[config.mk]
export PLATFORM = sky130hd
export DESIGN_NAME = bus_frame_transmitter_flat
export DESIGN_NICKNAME = d
export VERILOG_FILES = /design/src/bft_pkg.sv /design/src/bft_in_if.sv /design/src/bft_out_if.sv /design/src/bft_cmd_queue.sv /design/src/bft_front.sv /design/src/bft_back.sv /design/src/bus_frame_transmitter.sv /design/src/flat_wrapper.sv
export VERILOG_INCLUDE_DIRS = /design/src /design/src/src
export SDC_FILE = /design/constraint.sdc
export NUM_CORES = 1
export LEC_CHECK = 0
export BUFFER_PORTS_ARGS = -buffer_cell sky130_fd_sc_hd__buf_2
export CAP_MARGIN = 25
export CORE_MARGIN = 3
export CORE_UTILIZATION = 40
export CTS_CLUSTER_DIAMETER = 60
export CTS_CLUSTER_SIZE = 16
export DETAILED_ROUTE_END_ITERATION = 8
export GPL_TIMING_DRIVEN = 0
export SLEW_MARGIN = 30
export SYNTH_ARGS = -nofsm -noshare
export SYNTH_HDL_FRONTEND = slang
export SYNTH_HIERARCHICAL = 1
export SYNTH_SLANG_ARGS = --single-unit
[constraint.sdc]
create_clock -name i_clk -period 4.8 [get_ports i_clk]
set_input_delay 0.24 -clock i_clk [delete_from_list [all_inputs] [get_ports i_clk]]
set_output_delay 0.24 -clock i_clk [all_outputs]
set_load 0.02 [all_outputs]
[src/bus_frame_transmitter_defines.svh]
// Assertion macros used by the byte sequencer of the frame transmitter RTL.
`ifndef BUS_FRAME_TRANSMITTER_DEFINES_SVH
`define BUS_FRAME_TRANSMITTER_DEFINES_SVH

`ifndef SYNTHESIS

// Checks a condition that must hold at every clock edge outside reset.
`define BFT_ASSERT(lbl, clk, rst_n, expr) \
    lbl: assert property (@(posedge clk) disable iff (!rst_n) (expr)) \
        else $error("bus_frame_transmitter assertion failed");

// Checks that a consequence holds in the cycle after its trigger.
`define BFT_ASSERT_NEXT(lbl, clk, rst_n, ante, cons) \
    lbl: assert property (@(posedge clk) disable iff (!rst_n) (ante) |=> (cons)) \
        else $error("bus_frame_transmitter assertion failed");

`else

`define BFT_ASSERT(lbl, clk, rst_n, expr)
`define BFT_ASSERT_NEXT(lbl, clk, rst_n, ante, cons)

`endif

`endif

[src/bft_pkg.sv]
// Types, codes and constants of the frame transmitter.
package bft_pkg;

    // Request codes.
    localparam logic [1:0] REQ_DATA  = 2'd0;
    localparam logic [1:0] REQ_EMPTY = 2'd1;
    localparam logic [1:0] REQ_ACK   = 2'd2;
    localparam logic [1:0] REQ_NONE  = 2'd3;

    // Configuration register indexes.
    localparam logic [1:0] CFG_FRAME_START = 2'd0;
    localparam logic [1:0] CFG_DEST_ADDR   = 2'd1;
    localparam logic [1:0] CFG_SRC_ADDR    = 2'd2;
    localparam logic [1:0] CFG_ACK_TYPE    = 2'd3;

    localparam logic [7:0] RST_FRAME_START = 8'd30;
    localparam logic [7:0] RST_DEST_ADDR   = 8'd0;
    localparam logic [7:0] RST_SRC_ADDR    = 8'd12;
    localparam logic [7:0] RST_ACK_TYPE    = 8'd127;

    localparam logic [7:0] SEQ_BASE = 8'h40;
    localparam logic [7:0] PAD_BYTE = 8'h00;
    localparam logic [7:0] ACK_LEN  = 8'd2;
    localparam logic [7:0] HDR_ZERO = 8'h00;

    // Byte slots of a frame, in the order they go out.
    localparam int NUM_STEPS = 12;
    localparam logic [3:0] STEP_START    = 4'd0;
    localparam logic [3:0] STEP_DEST     = 4'd1;
    localparam logic [3:0] STEP_SRC      = 4'd2;
    localparam logic [3:0] STEP_TYPE     = 4'd3;
    localparam logic [3:0] STEP_ZERO     = 4'd4;
    localparam logic [3:0] STEP_LEN      = 4'd5;
    localparam logic [3:0] STEP_BODY1    = 4'd6;
    localparam logic [3:0] STEP_BODY2    = 4'd7;
    localparam logic [3:0] STEP_SEQ      = 4'd8;
    localparam logic [3:0] STEP_PAD      = 4'd9;
    localparam logic [3:0] STEP_CHK_EVEN = 4'd10;
    localparam logic [3:0] STEP_CHK_ODD  = 4'd11;

    localparam int CMD_DEPTH = 4;

    typedef logic [NUM_STEPS-1:0] t_step_mask;

    typedef struct packed {
        logic [7:0] frame_start;
        logic [7:0] dest_address;
        logic [7:0] src_address;
        logic [7:0] ack_frame_type;
    } t_cfg;

    // One command for the back end: which slots to send and their variable bytes.
    typedef struct packed {
        t_step_mask mask;
        logic [7:0] hdr_type;
        logic [7:0] hdr_len;
        logic [7:0] body1;
        logic [7:0] body2;
        logic [2:0] seq;
    } t_cmd;

    typedef struct packed {
        logic full;
        logic empty;
    } t_q_status;

endpackage

[src/bft_in_if.sv]
// Request channel of the frame transmitter.
interface bft_in_if;
    logic       valid;
    logic       ready;
    logic [1:0] req_type;
    logic [7:0] msg_type;
    logic [7:0] payload_len;
    logic [7:0] data_byte;
    logic       last_byte;
    logic [3:0] ack_seq;

    modport source (
        output valid, req_type, msg_type, payload_len, data_byte, last_byte, ack_seq,
        input  ready
    );
    modport sink (
        input  valid, req_type, msg_type, payload_len, data_byte, last_byte, ack_seq,
        output ready
    );
endinterface

[src/bft_out_if.sv]
// Byte stream channel of the frame transmitter.
interface bft_out_if;
    logic       valid;
    logic       ready;
    logic [7:0] out_byte;
    logic       frame_end;

    modport source (
        output valid, out_byte, frame_end,
        input  ready
    );
    modport sink (
        input  valid, out_byte, frame_end,
        output ready
    );
endinterface

[src/bft_cmd_queue.sv]
// Command queue between the request front end and the byte sequencer.
module bft_cmd_queue
    import bft_pkg::*;
#(
    parameter int DEPTH = CMD_DEPTH
) (
    input  logic      i_clk,
    input  logic      i_rst_n,
    input  logic      i_push,
    input  t_cmd      i_cmd,
    input  logic      i_pop,
    output t_cmd      o_head,
    output t_q_status o_status
);
    localparam int PW = (DEPTH > 1) ? $clog2(DEPTH) : 1;
    localparam int CW = $clog2(DEPTH + 1);

    t_cmd          r_mem [DEPTH];
    logic [PW-1:0] r_wr, n_wr;
    logic [PW-1:0] r_rd, n_rd;
    logic [CW-1:0] r_count, n_count;

    function automatic logic [PW-1:0] ptr_inc(input logic [PW-1:0] p);
        ptr_inc = (p == PW'(DEPTH - 1)) ? '0 : p + PW'(1);
    endfunction

    always_comb begin
        n_wr    = i_push ? ptr_inc(r_wr) : r_wr;
        n_rd    = i_pop ? ptr_inc(r_rd) : r_rd;
        n_count = r_count + CW'(i_push) - CW'(i_pop);
    end

    always_ff @(posedge i_clk) begin
        if (!i_rst_n) begin
            r_wr    <= '0;
            r_rd    <= '0;
            r_count <= '0;
        end else begin
            r_wr    <= n_wr;
            r_rd    <= n_rd;
            r_count <= n_count;
        end
    end

    always_ff @(posedge i_clk) begin
        if (i_push) begin
            r_mem[r_wr] <= i_cmd;
        end
    end

    assign o_head         = r_mem[r_rd];
    assign o_status.full  = (r_count == CW'(DEPTH));
    assign o_status.empty = (r_count == '0);

endmodule

[src/bft_front.sv]
// Request front end: configuration registers, message tracking and command build.
module bft_front
    import bft_pkg::*;
(
    input  logic        i_clk,
    input  logic        i_rst_n,
    input  logic        i_cfg_we,
    input  logic [1:0]  i_cfg_idx,
    input  logic [7:0]  i_cfg_data,
    bft_in_if.sink      i_req,
    input  t_q_status   i_q_status,
    output logic        o_push,
    output t_cmd        o_cmd,
    output t_cfg        o_cfg
);
    t_cfg       r_cfg;
    logic [2:0] r_seq, n_seq;
    logic       r_in_msg, n_in_msg;
    logic       r_pad, n_pad;
    logic       accept;
    logic       pad_now;
    t_cmd       cmd;

    assign i_req.ready = !i_q_status.full;
    assign accept      = i_req.valid && i_req.ready;

    always_comb begin
        cmd      = '0;
        n_seq    = r_seq;
        n_in_msg = r_in_msg;
        n_pad    = r_pad;
        pad_now  = r_in_msg ? r_pad : !i_req.payload_len[0];
        unique case (i_req.req_type)
            REQ_DATA: begin
                if (!r_in_msg) begin
                    cmd.mask[STEP_LEN:STEP_START] = '1;
                    cmd.hdr_type = i_req.msg_type;
                    cmd.hdr_len  = i_req.payload_len + 8'd1;
                end
                cmd.mask[STEP_BODY1] = 1'b1;
                cmd.body1            = i_req.data_byte;
                if (i_req.last_byte) begin
                    cmd.mask[STEP_SEQ]      = 1'b1;
                    cmd.mask[STEP_PAD]      = pad_now;
                    cmd.mask[STEP_CHK_ODD:STEP_CHK_EVEN] = '1;
                    cmd.seq  = r_seq;
                    n_seq    = r_seq + 3'd1;
                    n_in_msg = 1'b0;
                    n_pad    = 1'b0;
                end else begin
                    n_in_msg = 1'b1;
                    n_pad    = pad_now;
                end
            end
            REQ_EMPTY: begin
                cmd.mask     = '1;
                cmd.mask[STEP_BODY1] = 1'b0;
                cmd.mask[STEP_BODY2] = 1'b0;
                cmd.hdr_type = i_req.msg_type;
                cmd.hdr_len  = 8'd1;
                cmd.seq      = r_seq;
                n_seq        = r_seq + 3'd1;
                n_in_msg     = 1'b0;
                n_pad        = 1'b0;
            end
            REQ_ACK: begin
                cmd.mask     = '1;
                cmd.mask[STEP_SEQ] = 1'b0;
                cmd.mask[STEP_PAD] = 1'b0;
                cmd.hdr_type = r_cfg.ack_frame_type;
                cmd.hdr_len  = ACK_LEN;
                cmd.body1    = i_req.msg_type;
                cmd.body2    = {4'd0, i_req.ack_seq};
                n_in_msg     = 1'b0;
                n_pad        = 1'b0;
            end
            default: begin
            end
        endcase
    end

    assign o_push = accept && (i_req.req_type != REQ_NONE);
    assign o_cmd  = cmd;
    assign o_cfg  = r_cfg;

    always_ff @(posedge i_clk) begin
        if (!i_rst_n) begin
            r_seq    <= '0;
            r_in_msg <= 1'b0;
            r_pad    <= 1'b0;
        end else if (accept) begin
            r_seq    <= n_seq;
            r_in_msg <= n_in_msg;
            r_pad    <= n_pad;
        end
    end

    always_ff @(posedge i_clk) begin
        if (!i_rst_n) begin
            r_cfg.frame_start    <= RST_FRAME_START;
            r_cfg.dest_address   <= RST_DEST_ADDR;
            r_cfg.src_address    <= RST_SRC_ADDR;
            r_cfg.ack_frame_type <= RST_ACK_TYPE;
        end else if (i_cfg_we) begin
            unique case (i_cfg_idx)
                CFG_FRAME_START: r_cfg.frame_start    <= i_cfg_data;
                CFG_DEST_ADDR:   r_cfg.dest_address   <= i_cfg_data;
                CFG_SRC_ADDR:    r_cfg.src_address    <= i_cfg_data;
                CFG_ACK_TYPE:    r_cfg.ack_frame_type <= i_cfg_data;
                default: begin
                end
            endcase
        end
    end

endmodule

[src/bft_back.sv]
// Byte sequencer: expands commands into frame bytes and keeps the XOR checksums.
`include "bus_frame_transmitter_defines.svh"

module bft_back
    import bft_pkg::*;
(
    input  logic      i_clk,
    input  logic      i_rst_n,
    input  t_cfg      i_cfg,
    input  t_cmd      i_head,
    input  t_q_status i_q_status,
    output logic      o_pop,
    bft_out_if.source o_frame
);
    t_cmd       r_cmd;
    t_step_mask r_mask, n_mask, mask_after;
    logic [7:0] r_even, n_even;
    logic [7:0] r_odd, n_odd;
    logic       r_pos, n_pos;
    logic       r_out_valid;
    logic [7:0] r_out_byte;
    logic       r_out_end;
    logic       slot_free;
    logic       emit;
    logic       pop;
    logic [3:0] sel;
    logic [7:0] cur_byte;

    // Lowest pending slot goes out first.
    function automatic logic [3:0] first_step(input t_step_mask m);
        logic [3:0] idx;
        idx = '0;
        for (int i = NUM_STEPS - 1; i >= 0; i--) begin
            if (m[i]) begin
                idx = 4'(i);
            end
        end
        first_step = idx;
    endfunction

    assign slot_free  = !r_out_valid || o_frame.ready;
    assign sel        = first_step(r_mask);
    assign emit       = slot_free && (r_mask != '0);
    assign mask_after = emit ? (r_mask & ~(t_step_mask'(1) << sel)) : r_mask;
    assign pop        = !i_q_status.empty && (mask_after == '0);
    assign n_mask     = pop ? i_head.mask : mask_after;
    assign o_pop      = pop;

    always_comb begin
        unique case (sel)
            STEP_START:    cur_byte = i_cfg.frame_start;
            STEP_DEST:     cur_byte = i_cfg.dest_address;
            STEP_SRC:      cur_byte = i_cfg.src_address;
            STEP_TYPE:     cur_byte = r_cmd.hdr_type;
            STEP_ZERO:     cur_byte = HDR_ZERO;
            STEP_LEN:      cur_byte = r_cmd.hdr_len;
            STEP_BODY1:    cur_byte = r_cmd.body1;
            STEP_BODY2:    cur_byte = r_cmd.body2;
            STEP_SEQ:      cur_byte = SEQ_BASE | {5'd0, r_cmd.seq};
            STEP_PAD:      cur_byte = PAD_BYTE;
            STEP_CHK_EVEN: cur_byte = r_even;
            STEP_CHK_ODD:  cur_byte = r_odd;
            default:       cur_byte = PAD_BYTE;
        endcase
    end

    always_comb begin
        n_even = r_even;
        n_odd  = r_odd;
        n_pos  = r_pos;
        if (emit) begin
            unique case (sel)
                STEP_START: begin
                    n_even = cur_byte;
                    n_odd  = '0;
                    n_pos  = 1'b1;
                end
                STEP_CHK_EVEN: begin
                end
                STEP_CHK_ODD: begin
                    n_even = '0;
                    n_odd  = '0;
                    n_pos  = 1'b0;
                end
                default: begin
                    if (r_pos) begin
                        n_odd = r_odd ^ cur_byte;
                    end else begin
                        n_even = r_even ^ cur_byte;
                    end
                    n_pos = !r_pos;
                end
            endcase
        end
    end

    always_ff @(posedge i_clk) begin
        if (!i_rst_n) begin
            r_mask      <= '0;
            r_even      <= '0;
            r_odd       <= '0;
            r_pos       <= 1'b0;
            r_out_valid <= 1'b0;
        end else begin
            r_mask <= n_mask;
            r_even <= n_even;
            r_odd  <= n_odd;
            r_pos  <= n_pos;
            if (emit) begin
                r_out_valid <= 1'b1;
            end else if (o_frame.ready) begin
                r_out_valid <= 1'b0;
            end
        end
    end

    always_ff @(posedge i_clk) begin
        if (pop) begin
            r_cmd <= i_head;
        end
        if (emit) begin
            r_out_byte <= cur_byte;
            r_out_end  <= (sel == STEP_CHK_ODD);
        end
    end

    assign o_frame.valid     = r_out_valid;
    assign o_frame.out_byte  = r_out_byte;
    assign o_frame.frame_end = r_out_end;

    // After the last checksum the accumulators are back at their start values.
    `BFT_ASSERT_NEXT(a_chk_restart, i_clk, i_rst_n, emit && (sel == STEP_CHK_ODD), (r_even == '0) && (r_odd == '0) && !r_pos)
    // The start byte sits at an even position, so the next byte is odd.
    `BFT_ASSERT_NEXT(a_start_parity, i_clk, i_rst_n, emit && (sel == STEP_START), r_pos && (r_odd == '0))
    // A held end-of-frame byte always follows a cleared checksum state.
    `BFT_ASSERT(a_end_clears, i_clk, i_rst_n, !(r_out_valid && r_out_end) || ((r_even == '0) && (r_odd == '0) && !r_pos))
    // A new command is loaded only once the current one has sent every slot.
    `BFT_ASSERT(a_pop_drained, i_clk, i_rst_n, !pop || (mask_after == '0))

endmodule

[src/bus_frame_transmitter.sv]
// Top level of the serial-link frame transmitter.
//
// Requests arrive on i_req (valid/ready). A data payload byte, an empty data
// message or an acknowledge request is taken per transfer; the front end tracks
// whether a message is open, builds one command per request and places it in a
// short command queue. The back end turns each command into bytes: header, body,
// sequence byte (none for an acknowledge), optional pad and two XOR checksums,
// one byte per cycle on o_frame while the receiver is ready, with frame_end set
// on the final checksum byte. An accepted request passes through the command
// queue and the slot mask before its first byte reaches the output register.
// A payload byte inside an open message adds one output byte, so payload
// streams at one transfer per cycle while the receiver is ready; a request with
// a full header and trailer sends up to 11 bytes.
// The request side keeps accepting until the queue (QUEUE_DEPTH entries, CMD_DEPTH by default) is full.
// Reset clears the sequence counter, the open-message state, the queue and the
// output register, and loads the configuration defaults. When the receiver
// stalls, the output byte holds, and the queue then fills and drops i_req.ready.
// Configuration writes on i_cfg_we take effect at the next edge.
module bus_frame_transmitter
    import bft_pkg::*;
#(
    parameter int QUEUE_DEPTH = CMD_DEPTH
) (
    input  logic       i_clk,
    input  logic       i_rst_n,
    input  logic       i_cfg_we,
    input  logic [1:0] i_cfg_idx,
    input  logic [7:0] i_cfg_data,
    bft_in_if.sink     i_req,
    bft_out_if.source  o_frame
);
    t_cfg      cfg;
    t_cmd      push_cmd;
    t_cmd      head_cmd;
    logic      push;
    logic      pop;
    t_q_status q_status;

    bft_front u_front (
        .i_clk      (i_clk),
        .i_rst_n    (i_rst_n),
        .i_cfg_we   (i_cfg_we),
        .i_cfg_idx  (i_cfg_idx),
        .i_cfg_data (i_cfg_data),
        .i_req      (i_req),
        .i_q_status (q_status),
        .o_push     (push),
        .o_cmd      (push_cmd),
        .o_cfg      (cfg)
    );

    bft_cmd_queue #(
        .DEPTH (QUEUE_DEPTH)
    ) u_queue (
        .i_clk    (i_clk),
        .i_rst_n  (i_rst_n),
        .i_push   (push),
        .i_cmd    (push_cmd),
        .i_pop    (pop),
        .o_head   (head_cmd),
        .o_status (q_status)
    );

    bft_back u_back (
        .i_clk      (i_clk),
        .i_rst_n    (i_rst_n),
        .i_cfg      (cfg),
        .i_head     (head_cmd),
        .i_q_status (q_status),
        .o_pop      (pop),
        .o_frame    (o_frame)
    );

endmodule

[src/flat_wrapper.sv]
// flat-port wrapper written by rule: the top's interface ports become plain ports
module bus_frame_transmitter_flat import bft_pkg::*;
#(
    parameter int QUEUE_DEPTH = CMD_DEPTH
)
  (i_clk, i_rst_n, i_cfg_we, i_cfg_idx, i_cfg_data, i_req_valid, i_req_req_type, i_req_msg_type, i_req_payload_len, i_req_data_byte, i_req_last_byte, i_req_ack_seq, i_req_ready, o_frame_valid, o_frame_out_byte, o_frame_frame_end, o_frame_ready);
  bft_in_if i_req_i ();
  bft_out_if o_frame_i ();
  input  logic i_clk;
  input  logic i_rst_n;
  input  logic i_cfg_we;
  input  logic [1:0] i_cfg_idx;
  input  logic [7:0] i_cfg_data;
  input wire logic [$bits(i_req_i.valid)-1:0] i_req_valid;
  input wire logic [$bits(i_req_i.req_type)-1:0] i_req_req_type;
  input wire logic [$bits(i_req_i.msg_type)-1:0] i_req_msg_type;
  input wire logic [$bits(i_req_i.payload_len)-1:0] i_req_payload_len;
  input wire logic [$bits(i_req_i.data_byte)-1:0] i_req_data_byte;
  input wire logic [$bits(i_req_i.last_byte)-1:0] i_req_last_byte;
  input wire logic [$bits(i_req_i.ack_seq)-1:0] i_req_ack_seq;
  output wire logic [$bits(i_req_i.ready)-1:0] i_req_ready;
  output wire logic [$bits(o_frame_i.valid)-1:0] o_frame_valid;
  output wire logic [$bits(o_frame_i.out_byte)-1:0] o_frame_out_byte;
  output wire logic [$bits(o_frame_i.frame_end)-1:0] o_frame_frame_end;
  input wire logic [$bits(o_frame_i.ready)-1:0] o_frame_ready;
  assign i_req_i.valid = i_req_valid;
  assign i_req_i.req_type = i_req_req_type;
  assign i_req_i.msg_type = i_req_msg_type;
  assign i_req_i.payload_len = i_req_payload_len;
  assign i_req_i.data_byte = i_req_data_byte;
  assign i_req_i.last_byte = i_req_last_byte;
  assign i_req_i.ack_seq = i_req_ack_seq;
  assign i_req_ready = i_req_i.ready;
  assign o_frame_valid = o_frame_i.valid;
  assign o_frame_out_byte = o_frame_i.out_byte;
  assign o_frame_frame_end = o_frame_i.frame_end;
  assign o_frame_i.ready = o_frame_ready;
  bus_frame_transmitter #(.QUEUE_DEPTH(QUEUE_DEPTH)) u_core (.i_clk(i_clk), .i_rst_n(i_rst_n), .i_cfg_we(i_cfg_we), .i_cfg_idx(i_cfg_idx), .i_cfg_data(i_cfg_data), .i_req(i_req_i), .o_frame(o_frame_i));
endmodule
; Yosys cells after proc, flatten, opt, wreduce, memory -nomap -nowiden
; Memory sizes are Yosys's and may differ from the RTL's. A register that Yosys moved wholly into a read port is not among the register bits.
; Index checks and enable logic that the tools add are counted.
[totals]
regBits = 118
ramBits = 172
input_bits = 46
out_inout_bits = 11
n_memories = 1
[classes]
addsub = 6
eq_ne = 20
shifts = 1
muxes = 44
bitwise = 5
n_reduce_logical = 31
[mem_list]
columns = memory, words, word_bits, rd, rd_ports_with_merged_regs, write_ports, line_no
row1 = u_core.u_queue.r_mem, 4, 43, 1, 1, 1, bft_cmd_queue.sv:18  ; t_cmd r_mem [DEPTH];
[ops]
columns = cell, n
row1 = 8-bit case mux with 10 select lines, 1
row2 = 23-bit case mux with 3 select lines, 1
row3 = 4-bit two-way mux, 14
row4 = 8-bit case mux with 2 select lines, 2
row5 = 12-bit two-way mux, 2
row6 = 8-bit case mux with 3 select lines, 1
row7 = 22-bit two-way mux, 1
row8 = 8-bit two-way mux, 2
row9 = 8-bit bitwise XOR, 2
row10 = 12-bit AND, 1
row11 = 4-bit by 3-bit == test with 1-bit output (second input constant), 3
row12 = 4-bit == test (second input constant), 3
row13 = 12-bit zero test, 1
row14 = 12-bit NOT, 1
row15 = 3-bit case mux with 2 select lines, 2
row16 = 4-bit case mux with 3 select lines, 1
row17 = 2-bit AND reduction, 6
row18 = 12-bit nonzero test, 1
row19 = 1-bit by 4-bit left shift with 12-bit output (first input constant), 1
row20 = 2-bit == test (second input constant), 5
row21 = 3-bit AND reduction, 3
row22 = 8-bit by 1-bit adder with 8-bit output (second input constant), 1
row23 = 4-bit by 2-bit == test with 1-bit output (second input constant), 2
row24 = 1-bit two-way mux, 8
row25 = 22 further kinds, 42

; Longest topological paths before layout
; Gate-level depths: netlist of the first run.
[depth]
depth_word = 20
mapped_depth = 16
mapped_depth_nobuf = 14

; Modules after synthesis
; The synthesis of the first run kept the hierarchy.
[by_module_without_submodules]
columns = module, instances, cells_per_inst, area_per_inst_um2, seq_area_each_um2
row1 = bft_cmd_queue, 1, 289, 7264.5, 5825.6
row2 = bft_back, 1, 353, 3784.9, 1921.8
row3 = bft_front, 1, 251, 2058.2, 740.7

; Worst setup path after synthesis of the first run
; OpenSTA, ideal clock, no wires.
[synth_path]
kind = reg-to-reg
start = register u_core.u_back.r_mask[2]
end = register u_core.u_queue.r_count[2]
setup_time_ps = 116
t_arrival_ps = 5014
path_slack_ps = -330
path_stages_with_launch = 17
n_path_buf = 2
period_less_slack_ps = 5130
path_cell_list = dfxtp_1 > buf_6 > or4_1 > buf_2 > nor3_2 > nand2_1 > o31ai_1 > nand2_1 > nor3_1 > nand2_1 > nor2_1 > ha_1 > inv_1 > ha_1 > fa_1 > xor3_1 > nor2_1
[synth_via]
elab_chain_len = 10
word_cells_on_any_way = 12
[synth_lines]
columns = item, line_no
row1 = "start, declared", bft_back.sv:16  ; t_step_mask r_mask, n_mask, mask_after;
row2 = "start signal, assigned", bft_back.sv:105  ; r_mask <= n_mask;
row3 = 4-bit two-way mux (3 in a row), bft_back.sv:34  ; if (m[i]) begin
row4 = 1-bit by 4-bit left shift with 12-bit output, bft_back.sv:44  ; assign mask_after = emit ? (r_mask & ~(t_step_mask'(1) << sel)) : r_mask;
row5 = 12-bit NOT, bft_back.sv:44
row6 = 12-bit AND, bft_back.sv:44
row7 = 12-bit two-way mux *, bft_back.sv:44
row8 = 12-bit zero test *, bft_back.sv:45  ; assign pop = !i_q_status.empty && (mask_after == '0);
row9 = 1-bit logical AND *, bft_back.sv:45
row10 = named net u_core.pop, bus_frame_transmitter.sv:36  ; logic pop;
row11 = 3-bit by 1-bit subtractor with 3-bit output *, bft_cmd_queue.sv:30  ; n_count = r_count + CW'(i_push) - CW'(i_pop);
row12 = "end signal, assigned", bft_cmd_queue.sv:41  ; r_count <= n_count;
row13 = "end, declared", bft_cmd_queue.sv:21  ; logic [CW-1:0] r_count, n_count;
; Mark *: on every way through the listed nets, which the timed path passes. The rest lies on a longest branch.
; A chain may end at the register's enable or synchronous reset.

; Worst setup path in the final report of the first run
[layout_path]
start = register u_core.u_back.r_mask[0]
end = register u_core.u_queue.r_count[2]
[layout_via]
elab_chain_len = 8
word_cells_on_any_way = 10
[layout_lines]
columns = item, line_no
row1 = 4-bit two-way mux, bft_back.sv:34
row2 = 1-bit by 4-bit left shift with 12-bit output, bft_back.sv:44
row3 = 12-bit NOT, bft_back.sv:44
row4 = 12-bit AND, bft_back.sv:44
row5 = 12-bit two-way mux *, bft_back.sv:44
row6 = 12-bit zero test *, bft_back.sv:45
row7 = 1-bit logical AND *, bft_back.sv:45
row8 = named net u_core.pop, bus_frame_transmitter.sv:36
row9 = 3-bit by 1-bit subtractor with 3-bit output *, bft_cmd_queue.sv:30
; Marked as above.

==> flow_summary.yaml, run 1 <==
detailed_routing:
  antenna_left: 0
  wire_per_inst_um: 21.4
  routed_via_density: 5.52
  num_vias: 8005
  wl_mm: 30.9
  dr.pass1.iters: 6
  drt_iter0_drc: 563
  drc: 0
power_and_ir_drop:
  power_density_mw_per_mm2: 635
  p_total_mw: 9.51
  irDropWorstVdd_mv: 0.428
  leakage_nw: 5.23
setup_path:
  slowest_stage: "or4_1"
  crit_chain: "clkbuf_1 > or4_1 > buf_2 > nor3_2 > nand2_1 > o31ai_1 > nand2_1 > nor3_1 > nand2_1 > nor2_4 > buf_16 > ha_1 > inv_1 > ha_1 > fa_1 > xor3_1 > nor2_1"
  critPathMaxFanout: 20
  slowest_delay_ns: 0.46
  worst-path-buf-inv: 4
  cp-end-kind: "register"
  crit_path_start_kind: "register"
  critPathKind: "reg2reg"
  cpMostUsedCell: "nand2_1"
  path_delay_family: "simple AND/OR/NAND/NOR gates"
  worstPathArrival_ns: 4.91
  crit_required_ns: 5.24
timing:
  whs_ns: 0.0392
  fin_crit_sh_pct: 93.2
  fin_skew_ns: 0.0242
  post-route-min-period_ns: 4.47
  finalSetupViolations: 0
  worst_pin_slew_ns: 0.945
  rsz0062_at_grt: "false"
  slew_viol_final: 0
  finalHoldViolCount: 0
  fmax_ghz: 0.224
  slew_headroom_pct: 36.5
floorplan:
  die-area_mm2: 0.0350
  start_util_pct: 41.0
  die_w_um: 187
  core_area_mm2: 0.0320
  dieHeight_um: 187
  io_pins: 57
  num_rows: 65
outcome:
  outcome: "finished, final reports clean"
clock_tree:
  cts.clk_slew.worst_paths_ns: 0.07
  clk_latency_ns: 0.55
  root_buffer: "clkbuf_16"
  cts_tree: "yes"
  cts_buffers: 26
  htreeDepth: 1
  cts_resized: 0
  cts_sinks: 308
  cts_buffer_depth: 3
job:
  maxCapViolCount: 0
global_route:
  grt_pass1_vias: 7887
  grt_max_degree: 38
  grt-ovfl-total: 0
  grt_util_all_layers_pct: 17.5
  antenna_found_initial: 0
  grt_pass1_wl_mm: 47.9
worst_hold_path:
  hp-class: "in2reg"
synthesis:
  synthSimpleGateAreaFrac_pct: 9.44
  muxShareOfSynthArea_pct: 10.3
  synthCells: 893
  ys_seq_area_share_pct: 64.8
  synth_top_family_by_area: "compound AO/OA/AOI/OAI gates"
  synth_edf_count: 232
  ys_types: 85
  synth_area_mm2: 0.0131
  synth.avg_cell_area_um2: 14.7
  ys_warn_count: 6
  ys_ff_latch: 308
  synth_xor_area_share_pct: 0.382
  synthAdderAreaFrac_pct: 1.49
  synth_compound_area_share_pct: 10.5
  synthFlopType: "edfxtp_1"
  async_reset_ff_share_pct: 0
placement:
  place_congestion: 0.867
  port_buffers: 56
  hpwl_mm: 21.6
cells_and_area:
  fillers: 2804
  nets: 1055
  area_delta_synth_final_pct: 14.3
  multi_input_area_mm2: 0.00424
  drive_gt1_share_pct: 20.1
  seqCellArea_mm2: 0.00849
  diodes: 0
-- sequential cells by signal, indices dropped and copies added, names as in the netlist, 3 cells and up, named ones only --
register                        cells
u_core/u_front/r_seq                3
u_core/u_back/r_mask               12
u_core/u_back/r_even                8
u_core/u_front/o_cfg               32
u_core/u_back/r_odd                 8
u_core/u_back/r_cmd                35
u_core/u_back/o_frame.out_byte      8
u_core/u_queue/r_mem              188
u_core/u_queue/r_count              3
-- cells in the mapped netlist, drive strengths merged (3+ instances only) --
| cell | instances | share of area [%] |
|---|---|---|
| a22oi | 3 | 0.17 |
| mux2i | 28 | 2.1 |
| o41ai | 3 | 0.34 |
| nand3b | 3 | 0.17 |
| a222oi | 5 | 0.38 |
| nand3 | 30 | 1.2 |
| nand2b | 7 | 0.33 |
| nand2 | 73 | 2.1 |
| or4 | 5 | 0.29 |
| a211oi | 6 | 0.34 |
| mux4 | 47 | 8.1 |
| nand4 | 8 | 0.38 |
| nor2b | 24 | 1.1 |
| or3 | 6 | 0.29 |
| o31ai | 5 | 0.43 |
| and2 | 13 | 0.62 |
| a21boi | 5 | 0.29 |
| a22o | 13 | 0.87 |
| o21a | 4 | 0.23 |
| o221ai | 6 | 0.40 |
| nor3 | 10 | 0.42 |
| clkbuf | 23 | 0.66 |
| a2111oi | 4 | 0.46 |
| o22ai | 8 | 0.38 |
| edfxtp | 232 | 53 |
| o211ai | 7 | 0.40 |
| inv | 23 | 0.66 |
| dfxtp | 76 | 12 |
| o21ai | 31 | 1.2 |
| a211o | 4 | 0.27 |
| a21oi | 32 | 1.4 |
| a21o | 3 | 0.17 |
| buf | 30 | 1.8 |
| ha | 14 | 1.3 |
| nor2 | 39 | 1.1 |
| a221o | 6 | 0.46 |
| a32o | 6 | 0.46 |
| nor4 | 6 | 0.68 |
| a2bb2o | 4 | 0.31 |
-- placed cells by master (no fill, tap or decap), types with 5 or more instances in the layout --
| master | instances |
|---|---|
| edfxtp_1 | 232 |
| dfxtp_1 | 76 |
| nand2_1 | 73 |
| buf_2 | 69 |
| mux4_2 | 47 |
| nor2_1 | 37 |
| clkbuf_1 | 34 |
| nand3_1 | 29 |
| o21ai_0 | 29 |
| a21oi_1 | 29 |
| mux2i_1 | 28 |
| clkbuf_16 | 26 |
| nor2b_1 | 24 |
| inv_1 | 23 |
| ha_1 | 14 |
| a22o_1 | 13 |
| buf_4 | 13 |
| nor3_1 | 9 |
| and2_1 | 9 |
| nand4_1 | 8 |
| o22ai_1 | 8 |
| dlygate4sd3_1 | 7 |
| nand2b_1 | 7 |
| o211ai_1 | 7 |
| a221o_1 | 6 |
| a211oi_1 | 6 |
| a32o_1 | 6 |
| o221ai_1 | 6 |
| or3_1 | 6 |
| buf_12 | 6 |
| or4_1 | 5 |
| a222oi_1 | 5 |
-- cell type report --
type / count / area share, %
well taps: 435 / 3.63
multi-input cells: 513 / 28.3
clock buffers: 38 / 4.71
clock inverters: 10 / 0.777
plain buffers: 53 / 2.16
repair buffers: 69 / 3.16
inverters: 23 / 0.576
flip-flops and latches: 308 / 56.7
-- path summary, 6_finish.rpt --
| check | startpoint | to | slack, ns | cells after the start |
|---|---|---|---|---|
| setup / recovery | u_core/u_back/r_mask[0] | u_core/u_queue/r_count[2] | 0.33 | 17 |
| hold / removal | i_cfg_data[7] | u_core/u_front/o_cfg[7] | 0.04 | 3 |
| setup reg to reg | u_core/u_back/r_mask[0] | u_core/u_queue/r_count[2] | 0.33 | 17 |
| hold reg to reg | u_core/u_front/o_cfg[26] | u_core/u_front/o_cfg[26] | 0.48 | 2 |
-- where the power goes --
part / internal (mW) / switching, mW
combinational: 1.32 / 2.45
clock: 1.10 / 0.968
sequential: 3.46 / 0.220
-- routing by layer --
layer	part of all wire [%]	GRT usage (%)
met5	0	0
met1	45	25.4
met4	2.8	5.29
met2	46	27.5
met3	6.2	2.66
-- worst register-to-register path, cell delays in order (launching register included) --
cell,delay [ns]
dfxtp_1,0.30
clkbuf_1,0.25
or4_1,0.46
buf_2,0.20
nor3_2,0.43
nand2_1,0.14
o31ai_1,0.31
nand2_1,0.20
nor3_1,0.20
nand2_1,0.23
nor2_4,0.24
buf_16,0.19
ha_1,0.16
inv_1,0.04
ha_1,0.20
fa_1,0.41
xor3_1,0.38
nor2_1,0.04
-- repair_timing --
action | in CTS | in global routing
endpoints found under the hold margin | 13 | 0
hold buffers | 7 | 0
pin swaps | 1 | 1
buffers inserted | 0 | 1
gates cloned | 1 | 0
setup endpoints to repair | 1 | 2
-- cells by family (layout without fill, tap and decap cells) --
logic type	Yosys count	count (layout)
compound gates	177	177
xor+xnor	4	4
fa+ha+maj	15	15
buf+inv	76	193
flops	308	308
mux	76	76
other cells	1	4
simple gates	236	237
-- per-stage QoR --
step	utilization [%]	area (um^2)	setup WS, ns	instances	TNS (ns)
after floorplan	-	13100	0.321	896	0
after global placement	43.6	13900	-1.01	1387	-3.00
after detailed placement	44.0	14100	0.0256	1392	0
after CTS	46.9	15000	0.0418	1448	0
after global routing	46.9	15000	0.0366	1449	0
final	46.9	15000	0.327	1449	0
Power figures use the tool's default switching activity.
==> inputs of run 2 (changes only) <==
--- a/config.mk
+++ b/config.mk
@@ -13,7 +13,6 @@
 export CTS_CLUSTER_DIAMETER = 60
 export CTS_CLUSTER_SIZE = 16
 export DETAILED_ROUTE_END_ITERATION = 8
-export GPL_TIMING_DRIVEN = 0
 export SLEW_MARGIN = 30
 export SYNTH_ARGS = -nofsm -noshare
 export SYNTH_HDL_FRONTEND = slang
==> constraint.sdc (replaced) <==
create_clock -name i_clk -period 4.1 [get_ports i_clk]
set_input_delay 0.205 -clock i_clk [delete_from_list [all_inputs] [get_ports i_clk]]
set_output_delay 0.205 -clock i_clk [all_outputs]
set_load 0.02 [all_outputs]
==> run 2 against run 1 <==
  * Setup slack got worse by 0.050 ns
  * Hold slack got worse by 0.013 ns
  * Clock skew fell by 0.0057 ns
  * Sequential power rose by 20%
  * Die area did not move
  * Fmax rose by 17%
  * First-iteration DRC count rose by 28%
  * Utilization fell by 0.74 points
  * Register-to-register slack got worse by 0.05 ns
  * Via count fell by 2.5%
==> flow_summary.yaml, run 2 (synthesis results as in run 1) <==
outcome:
  outcome: "finished, final reports clean"
detailed_routing:
  routed_via_density: 5.54
  wl_mm: 30.0
  dr.pass1.iters: 5
  num_vias: 7807
  drt_iter0_drc: 720
  wire_per_inst_um: 21.3
  antenna_left: 0
  drc: 0
power_and_ir_drop:
  power_density_mw_per_mm2: 738
  irDropWorstVdd_mv: 0.402
  leakage_nw: 5.10
cells_and_area:
  layout_common_cells: "232 x edfxtp_1, 74 x dfxtp_1, 73 x nand2_1"
  regMostFlops: "u_core/u_queue/r_mem"
  fillers: 2782
  diodes: 0
  final_util_pct: 46.1
  area_delta_synth_final_pct: 12.5
  layout_commonest_cell: "edfxtp_1"
  nets: 1015
  layout.cells.non_filler: 1408
  largest_reg_flops: 188
  fin_area_mm2: 0.0147
  drive_gt1_share_pct: 19.6
placement:
  hpwl_mm: 20.5
  placedCellCount: 1353
  place_congestion: 0.909
  port_buffers: 56
  dpl_cell_area_mm2: 0.0139
job:
  maxCapViolCount: 0
clock_tree:
  cts.clk_slew.worst_paths_ns: 0.07
  cts_sinks: 308
  clk_latency_ns: 0.55
  postCtsSetupRepairBufs: 0
  root_buffer: "clkbuf_16"
  cts_buffer_depth: 3
  cts_tree: "yes"
  cts_buffers: 26
  htreeDepth: 1
setup_path:
  worstPathArrival_ns: 4.25
  crit_required_ns: 4.53
  endpoint: "u_core/u_queue/r_count[2]"
  r2r_start: "u_core/u_back/r_mask[3]"
  r2r_slack_ns: 0.28
  crit_start: "u_core/u_back/r_mask[3]"
  cp-end-kind: "register"
  r2r_cells: 14
  reg2reg_to: "u_core/u_queue/r_count[2]"
  crit_path_start_kind: "register"
  critPathKind: "reg2reg"
  critPathMaxFanout: 11
floorplan:
  die_w_um: 187
  num_rows: 65
  core_area_mm2: 0.0320
  start_util_pct: 41.0
  die-area_mm2: 0.0350
  io_pins: 57
  dieHeight_um: 187
global_route:
  grt_max_degree: 52
  grt_pass1_vias: 7556
  grt_pass1_wl_mm: 45.7
  grt-ovfl-total: 0
  antenna_found_initial: 0
  grt_util_all_layers_pct: 16.7
timing:
  slew_viol_final: 0
  fin_skew_ns: 0.0186
  slew_headroom_pct: 40.5
  worst_pin_slew_ns: 0.893
  fin_crit_sh_pct: 93.2
  finalHoldViolCount: 0
  rsz0062_at_grt: "false"
  post-route-min-period_ns: 3.82
  finalSetupViolations: 0
  fmax_ghz: 0.262
  fin_tns_setup_ns: 0
worst_hold_path:
  hp-class: "in2reg"
run 2: per-layer routing:
metal / up-vias / track usage [%] / share of wire (%)
met5: - / 0 / 0
met4: 0 / 4.33 / 2.5
met2: 236 / 27.0 / 47
met3: 50 / 2.12 / 5.3
met1: 3908 / 24.1 / 45
li1: 3613 / - / -
run 2: power breakdown:
group	switching [mW]	internal (mW)
clock network	1.12	1.22
registers	0.375	4.05
logic	2.66	1.46
run 2: critical path, stage by stage (launching register included):
cell     delay [ns]
dfxtp_1        0.44
or4_1          0.76
nor3_2         0.24
nand2_1        0.10
o31ai_1        0.30
nand2_1        0.20
nor3_1         0.20
nand2_1        0.16
nor2_4         0.14
ha_1           0.14
inv_1          0.04
ha_1           0.19
fa_1           0.39
xor3_1         0.37
nor2_1         0.04
run 2: how the worst min path moves through the flow:
stage | endpoint | cells after the start | start
final | u_core/u_queue/r_mem[2][3] | 2 | i_req_ack_seq[0]
after global routing | u_core/u_queue/r_mem[0][17] | 2 | i_req_data_byte[6]
after CTS | u_core/u_queue/r_mem[2][4] | 2 | i_req_ack_seq[1]
after detailed placement | u_core/u_front/o_cfg[26] | 2 | u_core/u_front/o_cfg[26]
after global placement | u_core/u_front/o_cfg[26] | 2 | u_core/u_front/o_cfg[26]
after floorplan | u_core/u_queue/r_count[1] | 1 | i_rst_n
run 2: metrics by stage:
step | total power, mW | setup slack [ns] | hold WS, ns
after floorplan | 7.31 | 0.0420 | 0.327
after global placement | 8.50 | 0.354 | 0.461
after detailed placement | 8.53 | 0.302 | 0.472
after CTS | 10.9 | 0.277 | 0.0101
after global routing | 11.5 | 0.0334 | 0.0322
final | 10.9 | 0.278 | 0.0265
run 2: cell type report:
class / instances / area (um^2) / share of cell area (%)
Clock buffer: 37 / 702 / 4.76
Tap cell: 435 / 544 / 3.69
Timing Repair Buffer: 83 / 573 / 3.89
Sequential cell: 308 / 8490 / 57.6
Multi-Input combinational cell: 512 / 4250 / 28.8
Clock inverter: 10 / 96.3 / 0.653
Inverter: 23 / 86.3 / 0.585
run 2: timing repair:
item                                    CTS  global route
gates resized for setup                   0             1
hold endpoints to repair                 27             0
endpoints found under the setup margin    0             1
hold buffers                              8             0
